`config.mk`:
```
export PLATFORM = sky130hd
export DESIGN_NAME = lpcv_src
export DESIGN_NICKNAME = d
export VERILOG_FILES = /design/src/hw/rtl/lpcv_pkg.sv /design/src/hw/rtl/lpcv_src.sv
export SDC_FILE = /design/constraint.sdc
export NUM_CORES = 1
export LEC_CHECK = 0
export CAP_MARGIN = 20
export CORE_MARGIN = 2
export CORE_UTILIZATION = 63
export DETAILED_ROUTE_END_ITERATION = 12
export DONT_BUFFER_PORTS = 1
export PLACE_DENSITY = 0.79
export SLEW_MARGIN = 5
export SYNTH_ARGS = -nofsm -noshare
export SYNTH_HDL_FRONTEND = slang
export SYNTH_SLANG_ARGS = --single-unit
```
`constraint.sdc`:
```
create_clock -name clock -period 2.3 [get_ports clock]
set_input_delay 0 -clock clock [delete_from_list [all_inputs] [get_ports clock]]
set_output_delay 0 -clock clock [all_outputs]
set_load 0.05 [all_outputs]
```
`src/hw/rtl/lpcv_pkg.sv`:
```
// Shared types, constants and decode functions for the LPC lattice speech voice.
`default_nettype none

package lpcv_pkg;

   // Field widths
   localparam int unsigned SAMPLE_W = 16;
   localparam int unsigned COEF_W   = 10;
   localparam int unsigned AMP_W    = 12;
   localparam int unsigned NOISE_W  = 15;
   localparam int unsigned PITCH_W  = 8;
   localparam int unsigned DAC_W    = 7;
   localparam int unsigned STAGE_W  = 4;

   // Register slot codes
   typedef enum logic [3:0] {
      SLOT_B0     = 4'd0,
      SLOT_F0     = 4'd1,
      SLOT_AMP    = 4'd2,
      SLOT_B1     = 4'd3,
      SLOT_F1     = 4'd4,
      SLOT_PITCH  = 4'd5,
      SLOT_B2     = 4'd6,
      SLOT_F2     = 4'd7,
      SLOT_VOICED = 4'd8,
      SLOT_B3     = 4'd9,
      SLOT_F3     = 4'd10,
      SLOT_B4     = 4'd11,
      SLOT_F4     = 4'd12,
      SLOT_B5     = 4'd13,
      SLOT_F5     = 4'd14,
      SLOT_NONE   = 4'd15
   } slot_type;

   // Transaction kinds on the request channel
   localparam logic ACT_WRITE = 1'b0;
   localparam logic ACT_TICK  = 1'b1;

   // Coefficient write aimed at one cell
   typedef struct packed {
      logic                     load_f;
      logic                     load_b;
      logic signed [COEF_W-1:0] coef;
   } cell_cmd_type;

   // Command to the excitation source
   typedef struct packed {
      logic       tick;
      logic       wr_amp;
      logic       wr_pitch;
      logic       wr_voiced;
      logic [7:0] data;
   } src_cmd_type;

   // Decoded coefficient target of a slot
   typedef struct packed {
      logic               is_coef;
      logic               is_fwd;
      logic [STAGE_W-1:0] stage;
   } coef_sel_type;

   // Coefficient magnitude ROM
   localparam logic [8:0] COEF_ROM [128] = '{
      9'd0,   9'd9,   9'd17,  9'd25,  9'd33,  9'd41,  9'd49,  9'd57,
      9'd65,  9'd73,  9'd81,  9'd89,  9'd97,  9'd105, 9'd113, 9'd121,
      9'd129, 9'd137, 9'd145, 9'd153, 9'd161, 9'd169, 9'd177, 9'd185,
      9'd193, 9'd201, 9'd209, 9'd217, 9'd225, 9'd233, 9'd241, 9'd249,
      9'd257, 9'd265, 9'd273, 9'd281, 9'd289, 9'd297, 9'd301, 9'd305,
      9'd309, 9'd313, 9'd317, 9'd321, 9'd325, 9'd329, 9'd333, 9'd337,
      9'd341, 9'd345, 9'd349, 9'd353, 9'd357, 9'd361, 9'd365, 9'd369,
      9'd373, 9'd377, 9'd381, 9'd385, 9'd389, 9'd393, 9'd397, 9'd401,
      9'd405, 9'd409, 9'd413, 9'd417, 9'd421, 9'd425, 9'd427, 9'd429,
      9'd431, 9'd433, 9'd435, 9'd437, 9'd439, 9'd441, 9'd443, 9'd445,
      9'd447, 9'd449, 9'd451, 9'd453, 9'd455, 9'd457, 9'd459, 9'd461,
      9'd463, 9'd465, 9'd467, 9'd469, 9'd471, 9'd473, 9'd475, 9'd477,
      9'd479, 9'd481, 9'd482, 9'd483, 9'd484, 9'd485, 9'd486, 9'd487,
      9'd488, 9'd489, 9'd490, 9'd491, 9'd492, 9'd493, 9'd494, 9'd495,
      9'd496, 9'd497, 9'd498, 9'd499, 9'd500, 9'd501, 9'd502, 9'd503,
      9'd504, 9'd505, 9'd506, 9'd507, 9'd508, 9'd509, 9'd510, 9'd511
   };

   // Magnitude from the ROM, positive when bit 7 is set
   function automatic logic signed [COEF_W-1:0] coef_decode(input logic [7:0] b);
      logic signed [COEF_W-1:0] mag;
      begin
         mag = $signed({1'b0, COEF_ROM[b[6:0]]});
         coef_decode = b[7] ? mag : -mag;
      end
   endfunction

   // Map a slot to its stage and direction
   function automatic coef_sel_type slot_to_coef(input slot_type slot);
      coef_sel_type sel;
      begin
         sel = '0;
         case (slot)
            SLOT_B0: begin sel = '{1'b1, 1'b0, STAGE_W'(0)}; end
            SLOT_F0: begin sel = '{1'b1, 1'b1, STAGE_W'(0)}; end
            SLOT_B1: begin sel = '{1'b1, 1'b0, STAGE_W'(1)}; end
            SLOT_F1: begin sel = '{1'b1, 1'b1, STAGE_W'(1)}; end
            SLOT_B2: begin sel = '{1'b1, 1'b0, STAGE_W'(2)}; end
            SLOT_F2: begin sel = '{1'b1, 1'b1, STAGE_W'(2)}; end
            SLOT_B3: begin sel = '{1'b1, 1'b0, STAGE_W'(3)}; end
            SLOT_F3: begin sel = '{1'b1, 1'b1, STAGE_W'(3)}; end
            SLOT_B4: begin sel = '{1'b1, 1'b0, STAGE_W'(4)}; end
            SLOT_F4: begin sel = '{1'b1, 1'b1, STAGE_W'(4)}; end
            SLOT_B5: begin sel = '{1'b1, 1'b0, STAGE_W'(5)}; end
            SLOT_F5: begin sel = '{1'b1, 1'b1, STAGE_W'(5)}; end
            default: begin sel = '0; end
         endcase
         slot_to_coef = sel;
      end
   endfunction

endpackage

`default_nettype wire

```
`src/hw/rtl/lpcv_src.sv`:
```
// Excitation source: noise LFSR, pitch counter, amplitude and voiced flag.
`default_nettype none

module lpcv_src
   import lpcv_pkg::*;
(
   input  wire logic                  clock,
   input  wire logic                  reset,
   input  wire src_cmd_type           cmd,
   output logic                       exc_valid,
   output logic signed [SAMPLE_W-1:0] exc
);

   logic [AMP_W-1:0]           amp_ff;
   logic [NOISE_W-1:0]         noise_ff;
   logic [PITCH_W-1:0]         period_ff, count_ff;
   logic                       voiced_ff;
   logic                       exc_valid_ff;
   logic signed [SAMPLE_W-1:0] exc_ff;
   logic [NOISE_W-1:0]         noise_in;
   logic [PITCH_W-1:0]         count_in;
   logic signed [SAMPLE_W-1:0] amp_pos, exc_in;

   // Step the LFSR: feedback of the two low bits enters at the top
   assign noise_in = {noise_ff[0] ^ noise_ff[1], noise_ff[NOISE_W-1:1]};

   // Wrap the pitch counter at the period
   assign count_in = (count_ff >= period_ff) ? '0 : count_ff + PITCH_W'(1);

   // Pick pulse or signed noise excitation
   assign amp_pos = $signed(SAMPLE_W'(amp_ff));
   always_comb begin
      if (voiced_ff) begin
         exc_in = (count_ff == '0) ? amp_pos : '0;
      end else begin
         exc_in = noise_in[0] ? amp_pos : -amp_pos;
      end
   end

   // Hold source state; register the excitation for the first cell
   always_ff @(posedge clock) begin
      if (cmd.tick) begin
         exc_ff <= exc_in;
      end
      if (reset) begin
         amp_ff       <= '0;
         noise_ff     <= '1;
         period_ff    <= PITCH_W'(22);
         count_ff     <= '0;
         voiced_ff    <= 1'b1;
         exc_valid_ff <= 1'b0;
      end else begin
         exc_valid_ff <= cmd.tick;
         if (cmd.tick) begin
            noise_ff <= noise_in;
            count_ff <= count_in;
         end
         if (cmd.wr_amp) begin
            amp_ff <= AMP_W'(cmd.data[4:0]) << cmd.data[7:5];
         end
         if (cmd.wr_pitch) begin
            period_ff <= cmd.data;
         end
         if (cmd.wr_voiced) begin
            voiced_ff <= cmd.data[6];
         end
      end
   end

   assign exc_valid = exc_valid_ff;
   assign exc       = exc_ff;

endmodule

`default_nettype wire

```
# After elaboration in Yosys (flattened, before gate mapping)
# Cells that the tools add are included.
# word_totals
input_bits	14
register_bits	61
# classes
muxes	4
addsub	2
bitwise	1
order_cmp	1
n_shift	1
reduce_logical	1
# ops
cell	count
16-bit 2-to-1 mux	2
12-bit negator with 16-bit output	1
12-bit 2-to-1 mux	1
5-bit by 3-bit left shift with 12-bit output	1
8-bit by 1-bit adder with 8-bit output (second input constant)	1
8-bit >= comparator	1
8-bit logical NOT	1
8-bit 2-to-1 mux	1
1-bit XOR	1

# Logic depth before layout (Yosys ltp)
# logic_depth
ltp_word	3
mapped_depth	7
mapped_depth_nobuf	6

# Worst setup path after synthesis
# OpenSTA, ideal clock, no wires.
# synth_path
kind	reg2reg
from	register count_ff[0]
to	register exc_ff[7] (netlist: exc[7]), data pin
path_slack_ps	617
path_stages_with_launch	8
setup_time_ps	145
synth_period_minus_slack_ps	1683
t_arrival_ps	1538
cell_sequence	dfxtp_1 -> inv_1 -> ha_1 -> or4b_4 -> o41ai_4 -> buf_6 -> nand3_1 -> o21ai_1
# synth_via
elab_chain_cells	3
# synth_rtl
item	line_no	rtl
start: declaration	lpcv_src.sv:16	logic [PITCH_W-1:0] period_ff, count_ff;
start signal: assignment	lpcv_src.sv:56	count_ff <= count_in;
8-bit logical NOT	lpcv_src.sv:34	exc_in = (count_ff == '0) ? amp_pos : '0;
12-bit 2-to-1 mux	lpcv_src.sv:34	
16-bit 2-to-1 mux	lpcv_src.sv:33	if (voiced_ff) begin
net exc_in[7]	lpcv_src.sv:22	logic signed [SAMPLE_W-1:0] amp_pos, exc_in;
end signal: assignment	lpcv_src.sv:43	exc_ff <= exc_in;
end: declaration	lpcv_src.sv:19	logic signed [SAMPLE_W-1:0] exc_ff;
# The timed path passes the listed nets, and every way through them passes these cells.
# A chain may end at the register's enable or synchronous reset.

# Worst setup path after layout
# layout_path
from	register count_ff[0]
to	register exc_ff[11] (netlist: exc[11]), data pin
# Same word-level chain as after synthesis.

==> results.sh <==
export IMPL_clockRootBuffer="clkbuf_8"
export IMPL_worstHoldPathType="input pin to flop"
export IMPL_crit_path_top_delay_cell="or4b_4"
export IMPL_ys_top_cells_by_area="dfxtp_1, edfxtp_1, mux2i_1"
export IMPL_finalSetupTns_ns=0
export IMPL_setup_viol=0
export IMPL_fin_nets=325
export IMPL_synth_fp_nets=311
export IMPL_irDropWorstVdd_mv=0.571
export IMPL_h_tree_depth=3
export IMPL_post_cts_resized=0
export IMPL_finalCriticalPeriod_ns=1.82
export IMPL_ys_async_sr_fraction=0
export IMPL_avgSynthCellArea_um2=9.95
export IMPL_highest_layer="met4"
export IMPL_fin_crit_sh=0.790
export IMPL_postSynthCellCount=286
export IMPL_ys_types=51
export IMPL_p_total_mw=2.72
export IMPL_wl_per_cell_um=14.8
export IMPL_holdPathStages=1
export IMPL_regToRegSetupSlack_ns=0.48
export IMPL_dp_hpwl_mm=3.43
export IMPL_min_from="cmd[11]"
export IMPL_fillers=303
export IMPL_die_width_um=71.2
export IMPL_ys_seq_elements=61
export IMPL_clock_path_buffers=2
export IMPL_cp_cell_sequence="inv_1 -> ha_1 -> or4b_4 -> o41ai_4 -> buf_4 -> nand2_1 -> mux2i_1"
export IMPL_cts_sinks=61
export IMPL_die_area_um2=5070
export IMPL_critical_path_class="flop to flop"
export IMPL_power_density_nw_per_um2=842
export IMPL_worst_r2r_endpoint="exc[11]"
export IMPL_placed_area_um2=2860
export IMPL_max_slew_margin=0.529
export IMPL_drive_above_1_share=0.0885
export IMPL_outcome="finished clean"
export IMPL_slew_violations=0
export IMPL_routed_wl_mm=5.27
export IMPL_std_cell_rows=24
export IMPL_ff_latch_area_um2=1380
export IMPL_endpoint_kind="flop"
export IMPL_clk_latency_ns=0.33
export IMPL_rsz0062_at_grt="no"
export IMPL_grt_max_degree=38
export IMPL_worst_r2r_path_depth=7
export IMPL_grt_pass1_vias=1880
export IMPL_multiInputGateArea_um2=1350
export IMPL_die_h_um=71.2
export IMPL_synth_edf_count=16
export IMPL_netlist_area_leader_share=0.317
export IMPL_arrival_ns=2.00
export IMPL_core_area_um2=4350
export IMPL_dr_total_vias=2071
export IMPL_critical_path_max_stage_delay_ns=0.46
export IMPL_yosysSeqAreaShare=0.485
export IMPL_holdPathEnd="exc[7]"
export IMPL_p_leak_nw=1.31
export IMPL_worst_setup_path_start_kind="flop"
export IMPL_io_pins=31
export IMPL_wl_met3_um=239
export IMPL_crit_fanout=12
export IMPL_crit_required_ns=2.48
export IMPL_dr_pass1_iters=4
export IMPL_synth_most_common_cell="dfxtp_1"
export IMPL_start_util=0.653
export IMPL_synth_warnings=0
export IMPL_area_growth_pct=13.5
export IMPL_synth_area_um2=2850
export IMPL_hold_violations=0
export IMPL_cts_tree="built"
export IMPL_antenna_found_initial=0
export IMPL_route_detailed_drc=0
export IMPL_wl_met1_mm=2.39
export IMPL_yosys_top_cells_count="dfxtp_1, nand2_1, mux2i_1"
export IMPL_dr_wl_met2_mm=2.53
export IMPL_final_area_um2=3230
export IMPL_yosysTopAreaCell="dfxtp_1"
export IMPL_portBuffers=0
export IMPL_post_route_util=0.742
export IMPL_max_freq_ghz=0.550
export IMPL_fin_worst_skew_ns=0.0100
export IMPL_max_cap_violations=0
export IMPL_numCtsBuffers=9
export IMPL_grt_pass1_wl_mm=8.78
export IMPL_clk_pin_slew_ns=0.07
export IMPL_ant_nets=0
export IMPL_worst_pin_slew_ns=0.699
export IMPL_vias_per_cell=5.80
export IMPL_globalRouteOverflowTotal=0
export IMPL_rr_startpoint="count_ff[0]"
export IMPL_n_antenna_cell=0
export IMPL_drtIter0Drc=79
export IMPL_yosys_most_used_dff="dfxtp_1"
export IMPL_gp_congestion=0.786
export IMPL_gr_usage_all_layers=0.220
[cells by family after synthesis]
| logic type | count (synthesis) | synth area share |
|---|---|---|
| buffers and inverters | 27 | 0.0396 |
| flip-flops | 61 | 0.485 |
| XOR/XNOR | 8 | 0.0246 |
| adder cells (fa/ha/maj) | 11 | 0.0484 |
| AND/OR/NAND/NOR | 98 | 0.168 |
| multiplexers | 31 | 0.110 |
| AO/OA/AOI/OAI | 50 | 0.124 |
[layout make-up]
class / instances / share of cell area
sequential: 61 / 0.428
multi-input combinational: 198 / 0.418
clock buffer: 13 / 0.0523
timing repair buffer: 16 / 0.0519
tap: 52 / 0.0201
inverter: 14 / 0.0163
clock inverter: 3 / 0.0132
[through the flow]
stage / hold WS [ns] / setup WS (ns) / cells
finish: 0.0228 / 0.483 / 357
global route: 0.0152 / 0.340 / 357
CTS: 0.0114 / 0.476 / 357
detailed placement: 0.0747 / 0.505 / 326
global placement: 0.0739 / 0.539 / 326
floorplan: 0.112 / 0.617 / 286
[flip-flops by register name, summed over array words and instances (netlist names)]
signal and count:
count_ff 8, period_ff 8, exc 16, amp_ff 12, exc_valid 1, noise_ff 15, voiced_ff 1
[worst max-delay path by stage]
stage	start	to	slack, ns	cells after the start
after CTS	count_ff[0]	exc[11]	0.48	7
after global routing	count_ff[0]	exc[11]	0.34	7
final	count_ff[0]	exc[11]	0.48	7
after floorplan	count_ff[0]	exc[7]	0.62	7
after global placement	count_ff[0]	exc[11]	0.54	7
after detailed placement	count_ff[0]	exc[11]	0.51	7
[power breakdown]
| group | internal, mW | switching (mW) | total, mW |
|---|---|---|---|
| clock | 0.588 | 0.391 | 0.978 |
| sequential | 1.18 | 0.149 | 1.33 |
| combinational | 0.197 | 0.218 | 0.414 |
[timing repair]
item                                   in CTS  in global routing
buffers inserted                            0                  0
endpoints found under the hold margin      59                  0
hold buffers                               15                  0
[critical path, delay by kind of cell (launching register included)]
family                     cells  cell delay, ns
AOI/OAI and AO/OA              1            0.22
adders and majority gates      1            0.13
buffers and inverters          2            0.32
DFF                            1            0.35
muxes                          1            0.12
and+or+nand+nor                2            0.53
[metal layers]
metal	vias up	global-route usage
met2	50	0.358
met1	955	0.276
met3	12	0.0556
met5	-	0
li1	1054	-
met4	0	0.101
[cell usage in the layout (no fill, tap or decap), drive strengths merged, types with 2 or more instances in the layout]
cell	n
clkbuf	13
nand3	12
nand4	6
clkinv	3
a211oi	3
nor2	28
or4	3
mux2i	29
dlygate4sd3	14
ha	11
a21oi	16
xnor2	4
edfxtp	16
dfxtp	45
o31ai	3
inv	12
o41ai	3
mux2	2
buf	2
nand3b	4
nand2	30
and3	2
o211ai	3
nand2b	2
nor3	2
xor2	4
o21ai	12
Power figures use the tool's default switching activity.
