**src/hw/rtl/lpcv_pkg.sv**
```systemverilog
// Shared types, constants and decode functions for the LPC lattice speech voice.
`default_nettype none

package lpcv_pkg;

   // Field widths
   localparam int unsigned SAMPLE_W = 16;
   localparam int unsigned COEF_W   = 10;
   localparam int unsigned AMP_W    = 12;
   localparam int unsigned NOISE_W  = 15;
   localparam int unsigned PITCH_W  = 8;
   localparam int unsigned DAC_W    = 7;
   localparam int unsigned STAGE_W  = 4;

   // Register slot codes
   typedef enum logic [3:0] {
      SLOT_B0     = 4'd0,
      SLOT_F0     = 4'd1,
      SLOT_AMP    = 4'd2,
      SLOT_B1     = 4'd3,
      SLOT_F1     = 4'd4,
      SLOT_PITCH  = 4'd5,
      SLOT_B2     = 4'd6,
      SLOT_F2     = 4'd7,
      SLOT_VOICED = 4'd8,
      SLOT_B3     = 4'd9,
      SLOT_F3     = 4'd10,
      SLOT_B4     = 4'd11,
      SLOT_F4     = 4'd12,
      SLOT_B5     = 4'd13,
      SLOT_F5     = 4'd14,
      SLOT_NONE   = 4'd15
   } slot_type;

   // Transaction kinds on the request channel
   localparam logic ACT_WRITE = 1'b0;
   localparam logic ACT_TICK  = 1'b1;

   // Coefficient write aimed at one cell
   typedef struct packed {
      logic                     load_f;
      logic                     load_b;
      logic signed [COEF_W-1:0] coef;
   } cell_cmd_type;

   // Command to the excitation source
   typedef struct packed {
      logic       tick;
      logic       wr_amp;
      logic       wr_pitch;
      logic       wr_voiced;
      logic [7:0] data;
   } src_cmd_type;

   // Decoded coefficient target of a slot
   typedef struct packed {
      logic               is_coef;
      logic               is_fwd;
      logic [STAGE_W-1:0] stage;
   } coef_sel_type;

   // Coefficient magnitude ROM
   localparam logic [8:0] COEF_ROM [128] = '{
      9'd0,   9'd9,   9'd17,  9'd25,  9'd33,  9'd41,  9'd49,  9'd57,
      9'd65,  9'd73,  9'd81,  9'd89,  9'd97,  9'd105, 9'd113, 9'd121,
      9'd129, 9'd137, 9'd145, 9'd153, 9'd161, 9'd169, 9'd177, 9'd185,
      9'd193, 9'd201, 9'd209, 9'd217, 9'd225, 9'd233, 9'd241, 9'd249,
      9'd257, 9'd265, 9'd273, 9'd281, 9'd289, 9'd297, 9'd301, 9'd305,
      9'd309, 9'd313, 9'd317, 9'd321, 9'd325, 9'd329, 9'd333, 9'd337,
      9'd341, 9'd345, 9'd349, 9'd353, 9'd357, 9'd361, 9'd365, 9'd369,
      9'd373, 9'd377, 9'd381, 9'd385, 9'd389, 9'd393, 9'd397, 9'd401,
      9'd405, 9'd409, 9'd413, 9'd417, 9'd421, 9'd425, 9'd427, 9'd429,
      9'd431, 9'd433, 9'd435, 9'd437, 9'd439, 9'd441, 9'd443, 9'd445,
      9'd447, 9'd449, 9'd451, 9'd453, 9'd455, 9'd457, 9'd459, 9'd461,
      9'd463, 9'd465, 9'd467, 9'd469, 9'd471, 9'd473, 9'd475, 9'd477,
      9'd479, 9'd481, 9'd482, 9'd483, 9'd484, 9'd485, 9'd486, 9'd487,
      9'd488, 9'd489, 9'd490, 9'd491, 9'd492, 9'd493, 9'd494, 9'd495,
      9'd496, 9'd497, 9'd498, 9'd499, 9'd500, 9'd501, 9'd502, 9'd503,
      9'd504, 9'd505, 9'd506, 9'd507, 9'd508, 9'd509, 9'd510, 9'd511
   };

   // Magnitude from the ROM, positive when bit 7 is set
   function automatic logic signed [COEF_W-1:0] coef_decode(input logic [7:0] b);
      logic signed [COEF_W-1:0] mag;
      begin
         mag = $signed({1'b0, COEF_ROM[b[6:0]]});
         coef_decode = b[7] ? mag : -mag;
      end
   endfunction

   // Map a slot to its stage and direction
   function automatic coef_sel_type slot_to_coef(input slot_type slot);
      coef_sel_type sel;
      begin
         sel = '0;
         case (slot)
            SLOT_B0: begin sel = '{1'b1, 1'b0, STAGE_W'(0)}; end
            SLOT_F0: begin sel = '{1'b1, 1'b1, STAGE_W'(0)}; end
            SLOT_B1: begin sel = '{1'b1, 1'b0, STAGE_W'(1)}; end
            SLOT_F1: begin sel = '{1'b1, 1'b1, STAGE_W'(1)}; end
            SLOT_B2: begin sel = '{1'b1, 1'b0, STAGE_W'(2)}; end
            SLOT_F2: begin sel = '{1'b1, 1'b1, STAGE_W'(2)}; end
            SLOT_B3: begin sel = '{1'b1, 1'b0, STAGE_W'(3)}; end
            SLOT_F3: begin sel = '{1'b1, 1'b1, STAGE_W'(3)}; end
            SLOT_B4: begin sel = '{1'b1, 1'b0, STAGE_W'(4)}; end
            SLOT_F4: begin sel = '{1'b1, 1'b1, STAGE_W'(4)}; end
            SLOT_B5: begin sel = '{1'b1, 1'b0, STAGE_W'(5)}; end
            SLOT_F5: begin sel = '{1'b1, 1'b1, STAGE_W'(5)}; end
            default: begin sel = '0; end
         endcase
         slot_to_coef = sel;
      end
   endfunction

endpackage

`default_nettype wire

```
**src/hw/rtl/lpcv_cell.sv**
```systemverilog
// One lattice stage cell: coefficients, two delays, and a registered sum toward the next cell.
`default_nettype none

module lpcv_cell
   import lpcv_pkg::*;
(
   input  wire logic                       clock,
   input  wire logic                       reset,
   input  wire cell_cmd_type               cmd,
   input  wire logic                       go_in,
   input  wire logic signed [SAMPLE_W-1:0] z_in,
   output logic                            go_out,
   output logic signed [SAMPLE_W-1:0]      z_out
);

   logic signed [COEF_W-1:0]          coef_f_ff, coef_b_ff;
   logic signed [SAMPLE_W-1:0]        z1_ff, z2_ff;
   logic signed [SAMPLE_W-1:0]        term_f_ff, term_b_ff;
   logic                              go_ff;
   logic signed [SAMPLE_W+COEF_W-1:0] prod_f, prod_b;
   logic signed [SAMPLE_W-1:0]        z0_in;

   // Products from the held delays; floor shift, then keep the low 16 bits
   assign prod_f = z1_ff * coef_f_ff;
   assign prod_b = z2_ff * coef_b_ff;

   // Wrapping sum of the incoming sample and both feedback terms
   assign z0_in = z_in + term_f_ff + term_b_ff;

   // Hold coefficients, delays and the wave flag
   always_ff @(posedge clock) begin
      term_f_ff <= prod_f[SAMPLE_W+7:8];
      term_b_ff <= prod_b[SAMPLE_W+8:9];
      if (reset) begin
         coef_f_ff <= '0;
         coef_b_ff <= '0;
         z1_ff     <= '0;
         z2_ff     <= '0;
         go_ff     <= 1'b0;
      end else begin
         go_ff <= go_in;
         if (cmd.load_f) begin
            coef_f_ff <= cmd.coef;
         end
         if (cmd.load_b) begin
            coef_b_ff <= cmd.coef;
         end
         if (go_in) begin
            z2_ff <= z1_ff;
            z1_ff <= z0_in;
         end
      end
   end

   assign go_out = go_ff;
   assign z_out  = z1_ff;

endmodule

`default_nettype wire

```
**config.mk**
```make
export PLATFORM = sky130hd
export DESIGN_NAME = lpcv_cell
export DESIGN_NICKNAME = d
export VERILOG_FILES = /design/src/hw/rtl/lpcv_pkg.sv /design/src/hw/rtl/lpcv_cell.sv
export SDC_FILE = /design/constraint.sdc
export NUM_CORES = 1
export LEC_CHECK = 0
export ABC_AREA = 1
export BUFFER_PORTS_ARGS = -buffer_cell sky130_fd_sc_hd__buf_2
export CELL_PAD_IN_SITES_DETAIL_PLACEMENT = 0
export CELL_PAD_IN_SITES_GLOBAL_PLACEMENT = 1
export CORE_MARGIN = 5
export CORE_UTILIZATION = 44
export CTS_BUF_LIST = sky130_fd_sc_hd__clkbuf_2 sky130_fd_sc_hd__clkbuf_4 sky130_fd_sc_hd__clkbuf_8
export DETAILED_ROUTE_END_ITERATION = 12
export PLACE_DENSITY_LB_ADDON = 0.1
export SYNTH_ARGS = -nofsm -noshare
export SYNTH_HDL_FRONTEND = slang
export SYNTH_SLANG_ARGS = --single-unit
```
**constraint.sdc**
```tcl
create_clock -name clock -period 4.4 [get_ports clock]
set_input_delay 0.22 -clock clock [delete_from_list [all_inputs] [get_ports clock]]
set_output_delay 0.22 -clock clock [all_outputs]
set_load 0.02 [all_outputs]
```
# Yosys cells after proc, flatten, opt, wreduce, memory -nomap -nowiden
# Cells that the tools add are included.
totals:
  regBits: 85
  in_bits: 31
  word_cells: 11
op_classes:
  addsub: 2
  n_mul: 2
ops:
  columns: ["operator", "n"]
  rows:
  - ["adder 16 bit", 2]
  - ["multiplier 16 x 10 -> 25 bit", 1]
  - ["multiplier 16 x 10 -> 24 bit", 1]

# Longest topological paths before layout
logic_depth:
  ltp_word: 2
  depth_mapped: 26
  depth_no_buf: 24

# Worst setup path after synthesis
# No wires, ideal clock.
synth_timing:
  path_kind: "reg2reg"
  startpoint: "register coef_f_ff[5]"
  endpoint: "register term_f_ff[15]"
  setup_ps: 112
  t_arrival_ps: 4622
  t_required_ps: 4288
  setup_slack_ps: -334
  path_stages_with_launch: 22
  path_buffers: 2
  period_less_slack_ps: 4734
  path_cell_list: "dfxtp_1 > clkbuf_1 > clkbuf_1 > nand2_1 > fa_1 > fa_1 > inv_1 > fa_1 > inv_1 > fa_1 > inv_1 > fa_1 > ha_1 > nand2_1 > nor2_1 > nand2_1 > nor2_1 > nand2_1 > nand3_1 > inv_1 > nand2_1 > nand2_1"
synth_via:
  elab_chain_cells: 1
synth_rtl:
  columns: ["element", "line", "rtl"]
  rows:
  - ["from (decl)", "lpcv_cell.sv:16", "logic signed [COEF_W-1:0] coef_f_ff, coef_b_ff;"]
  - ["from (signal assigned)", "lpcv_cell.sv:43", "coef_f_ff <= cmd.coef;"]
  - ["multiplier 16 x 10 -> 24 bit", "lpcv_cell.sv:24", "assign prod_f = z1_ff * coef_f_ff;"]
  - ["via prod_f[23]", "lpcv_cell.sv:20", "logic signed [SAMPLE_W+COEF_W-1:0] prod_f, prod_b;"]
  - ["to (signal assigned)", "lpcv_cell.sv:32", "term_f_ff <= prod_f[SAMPLE_W+7:8];"]
  - ["to (decl)", "lpcv_cell.sv:18", "logic signed [SAMPLE_W-1:0] term_f_ff, term_b_ff;"]
# The timed path passes the listed nets, and every way through them passes these cells.
# A chain may end at the register's enable or synchronous reset.

# Final worst setup path
layout_timing:
  startpoint: "register coef_b_ff[4]"
  endpoint: "register term_b_ff[15]"
layout_via:
  elab_chain_cells: 1
layout_rtl:
  columns: ["element", "line", "rtl"]
  rows:
  - ["from (decl)", "lpcv_cell.sv:16", null]
  - ["from (signal assigned)", "lpcv_cell.sv:46", "coef_b_ff <= cmd.coef;"]
  - ["multiplier 16 x 10 -> 25 bit", "lpcv_cell.sv:25", "assign prod_b = z2_ff * coef_b_ff;"]
  - ["via prod_b[24]", "lpcv_cell.sv:20", null]
  - ["to (signal assigned)", "lpcv_cell.sv:33", "term_b_ff <= prod_b[SAMPLE_W+8:9];"]
  - ["to (decl)", "lpcv_cell.sv:18", null]
# The timed path passes the listed nets, and every way through them passes these cells.

==> flow_metrics.py <==
metrics = {
    "sta": {
        "min_period_ns": 4.61,
        "fin_skew_ns": 0.0257,
        "fin_crit_sh_pct": 105,
        "max_freq_ghz": 0.217,
        "worstMarginPinSlew_ns": 0.668,
        "setup_viol": 26,
        "drv_slew": 0,
        "slew_headroom_pct": 55.2,
        "layout_setup_ws_ns": -0.215,
        "hold_viol": 0,
        "rsz0062_at_grt": "true",
        "whs_ns": 0.0800,
        "fin_setup_tns_ns": -3.08,
    },
    "grt": {
        "grt-ovfl-total": 0,
        "grt_start_max_net_pins": 45,
        "antenna_found_initial": 0,
        "grt_pass1_vias": 15100,
        "grt_pass1_wl_um": 78300,
        "grt.total_usage_pct": 25.5,
    },
    "hold_path": {
        "hold_depth": 3,
        "worstHoldEndpoint": "coef_b_ff[0]$_SDFFE_PP0P_",
        "hp-class": "input pin to flop",
        "min_from": "cmd[0]",
    },
    "setup_path": {
        "worst-setup-path-type": "flop to flop",
        "cp.arrival_ns": 4.96,
        "critPathMaxStageDelay_ns": 0.57,
        "critPathCaptureType": "flop",
        "critical-path-top-delay-family": "adder cells",
        "slowest_stage": "fa_1",
        "crit_fanout": 6,
        "regToRegStartpoint": "coef_b_ff[4]$_SDFFE_PP0P_",
        "cp.required_ns": 4.75,
        "ff2ff_path_depth": 21,
        "start_kind": "flop",
        "critPathBufInv": 7,
        "rr_endpoint": "term_b_ff[15]$_DFF_P_",
        "crit_chain": "buf_6 > nand2_2 > inv_2 > fa_1 > inv_2 > fa_1 > fa_1 > inv_2 > fa_1 > inv_2 > fa_1 > inv_2 > ha_4 > buf_4 > a21oi_2 > nand2_2 > a21oi_4 > nand2_1 > nor2_1 > nand3_1 > nand2_1",
        "r2r_setup_slack_ns": -0.21,
    },
    "power": {
        "powerDensity_nw_per_um2": 637,
        "p_clk_share_pct": 4.3,
        "sw_frac_of_total_pct": 53.3,
        "p_int_uw": 6220,
        "netSwitchingPower_uw": 7110,
        "leakage_uw": 0.0115,
        "comb_power_share_pct": 84.7,
        "ir_worst_vdd_mv": 0.742,
        "seqPwrFrac_pct": 11.0,
    },
    "floorplanning": {
        "design.portCount": 48,
        "fp.dieArea_um2": 39300,
        "rows": 69,
        "core-area_um2": 35300,
        "initial_core_util_pct": 44.1,
        "fp.dieW_um": 198,
        "chipHeight_um": 198,
    },
    "finish": {
        "final_area_um2": 20900,
        "n_fill_cell": 3251,
        "diodes": 0,
        "fin_nets": 2829,
        "drive_gt1_share_pct": 33.9,
        "syn_to_final_growth_pct": 34.2,
    },
    "cts": {
        "clk_latency_ns": 0.41,
        "cts_tree": "yes",
        "h-tree-depth": 3,
        "cts_hold_buf": 0,
        "clockRootBuffer": "clkbuf_8",
        "clock_sinks": 85,
        "cts_buffers": 9,
        "cts_buffer_depth": 2,
        "clk_pin_slew_ns": 0.12,
    },
    "outcome": {
        "violations": "negative setup slack",
        "outcome": "finished, violations left",
    },
    "drt": {
        "drt-initial-drc-count": 547,
        "antenna_left": 0,
        "dr.pass1.iters": 7,
        "drcViolationCount": 0,
        "num_vias": 14000,
        "totalWireLength_um": 48700,
        "viasPerCell": 4.88,
        "routedWlPerCell_um": 17.0,
    },
    "placement": {
        "place.gp.congestion": 0.923,
        "pre_cts_slack_ns": -0.533,
        "port_buffers": 47,
        "dpl_cell_area_um2": 18100,
        "dpl.hpwl_um": 40300,
    },
    "flow_run": {
        "maxCapViolations": 0,
    },
    "yosys": {
        "syn_area_um2": 15600,
        "synth.avg_cell_area_um2": 7.33,
        "synth.net_count": 2561,
        "postSynthRegisterBits": 85,
        "syn_inst": 2127,
        "ys_types": 29,
        "yosysWarnings": 0,
        "yosysSeqAreaShare_pct": 10.9,
    },
}
## cells in the final DEF (no fill, tap or decap), drive strengths merged
master	instances
a21boi	1
a21o	4
a21oi	65
a31oi	1
and2	2
and3	3
buf	337
clkbuf	11
clkinv	2
clkinvlp	1
dfxtp	85
fa	279
ha	124
inv	573
nand2	544
nand3	62
nand3b	1
nand4	11
nor2	164
nor3	8
nor4	1
o211ai	1
o21a	1
o21ai	70
o21bai	8
or2	8
xnor2	12
xor2	21
## tightest hold or removal path: stages
cell and delay, ns:
buf_2 0.10, nor2_1 0.04, nor2_1 0.08
## final cells by class
| class | instances | area (um^2) | area share (%) |
|---|---|---|---|
| Multi-Input combinational cell | 1391 | 13300 | 63.7 |
| Timing Repair Buffer | 339 | 2870 | 13.7 |
| Inverter | 569 | 2140 | 10.2 |
| Sequential cell | 85 | 1820 | 8.69 |
| Tap cell | 461 | 577 | 2.76 |
| Clock buffer | 9 | 124 | 0.592 |
| Clock inverter | 7 | 56.3 | 0.269 |
## logic make-up (layout without fill, tap and decap cells)
kind of cell / count (synthesis) / count (layout) / share of synthesized area [%]
AOI/OAI and AO/OA: 151 / 151 / 5.10
xor gates and xnor gates: 33 / 33 / 1.85
adders and majority gates: 403 / 403 / 45.8
buffers and inverters: 651 / 924 / 15.8
DFF: 85 / 85 / 10.9
and+or+nand+nor: 804 / 804 / 20.6
## per-stage QoR
stage          utilization (%)  total power [uW]  cells
5_1_grt                   59.2             14500   2861
2_1_floorplan                -              6490   2127
3_5_place_dp              51.2             10200   2779
4_1_cts                   56.1             12400   2839
3_3_place_gp              51.2             10200   2779
6_report                  59.2             13300   2861
## how the worst max path moves through the flow
| stage | slack, ns | cells after the start | startpoint | to |
|---|---|---|---|---|
| after global placement | -0.49 | 17 | coef_f_ff[4]$_SDFFE_PP0P_ | term_f_ff[12]$_DFF_P_ |
| after detailed placement | -0.53 | 19 | coef_f_ff[2]$_SDFFE_PP0P_ | term_f_ff[12]$_DFF_P_ |
| after CTS | -0.26 | 21 | coef_b_ff[9]$_SDFFE_PP0P_ | term_b_ff[15]$_DFF_P_ |
| after global routing | -0.42 | 21 | coef_b_ff[4]$_SDFFE_PP0P_ | term_b_ff[15]$_DFF_P_ |
| final | -0.21 | 21 | coef_b_ff[4]$_SDFFE_PP0P_ | term_b_ff[15]$_DFF_P_ |
| after floorplan | -0.01 | 20 | z_out[14]$_SDFFE_PP0P_ | term_f_ff[15]$_DFF_P_ |
## synthesized netlist by cell type
| cell | count | share of area (%) |
|---|---|---|
| nand2_1 | 533 | 13 |
| o21ai_0 | 70 | 2.2 |
| nand3b_1 | 1 | 0.048 |
| fa_1 | 279 | 36 |
| and3_1 | 3 | 0.12 |
| a31oi_1 | 1 | 0.040 |
| buf_4 | 1 | 0.048 |
| xor2_1 | 21 | 1.2 |
| nor3_1 | 8 | 0.26 |
| xnor2_1 | 12 | 0.67 |
| a21boi_1 | 1 | 0.048 |
| inv_1 | 569 | 14 |
| and2_1 | 2 | 0.080 |
| nand2_2 | 11 | 0.44 |
| or2_2 | 8 | 0.32 |
| ha_1 | 124 | 10 |
| a21o_1 | 4 | 0.19 |
| o211ai_1 | 1 | 0.048 |
| buf_2 | 9 | 0.29 |
| nand4_1 | 11 | 0.44 |
| nor2_4 | 1 | 0.072 |
| a21oi_1 | 65 | 2.1 |
| dfxtp_1 | 85 | 11 |
| o21a_1 | 1 | 0.048 |
| nand3_1 | 62 | 2.0 |
| o21bai_1 | 8 | 0.39 |
| clkbuf_1 | 72 | 1.7 |
| nor4_1 | 1 | 0.040 |
| nor2_1 | 163 | 3.9 |
## per-layer routing
metal	up-vias	routed length (um)	track usage, %	share of wire, %
met1	6948	18900	29.8	39
met3	85	1080	1.07	2.2
li1	6691	-	-	-
met4	0	2180	10.6	4.5
met5	-	0	0	0
met2	236	26500	48.8	54
## state kept, by name (all words and copies together), names as in the netlist
signal	cells
coef_b_ff	10
coef_f_ff	10
go_out	1
term_b_ff	16
term_f_ff	16
z2_ff	16
z_out	16
## power by group through the flow
| stage | registers [uW] | clock network [uW] | logic [uW] |
|---|---|---|---|
| floorplan | 1260 | 0 | 5230 |
| global placement | 1440 | 0 | 8790 |
| detailed placement | 1430 | 0 | 8810 |
| CTS | 1430 | 583 | 10400 |
| global route | 1500 | 610 | 12400 |
| finish | 1470 | 567 | 11300 |
## repair_timing
action	in CTS	in global routing
setup endpoints to repair	31	32
cloned	0	2
pin swaps	162	160
buffers inserted	47	25
gates resized for setup	357	278
(Power assumes the default switching activity.)
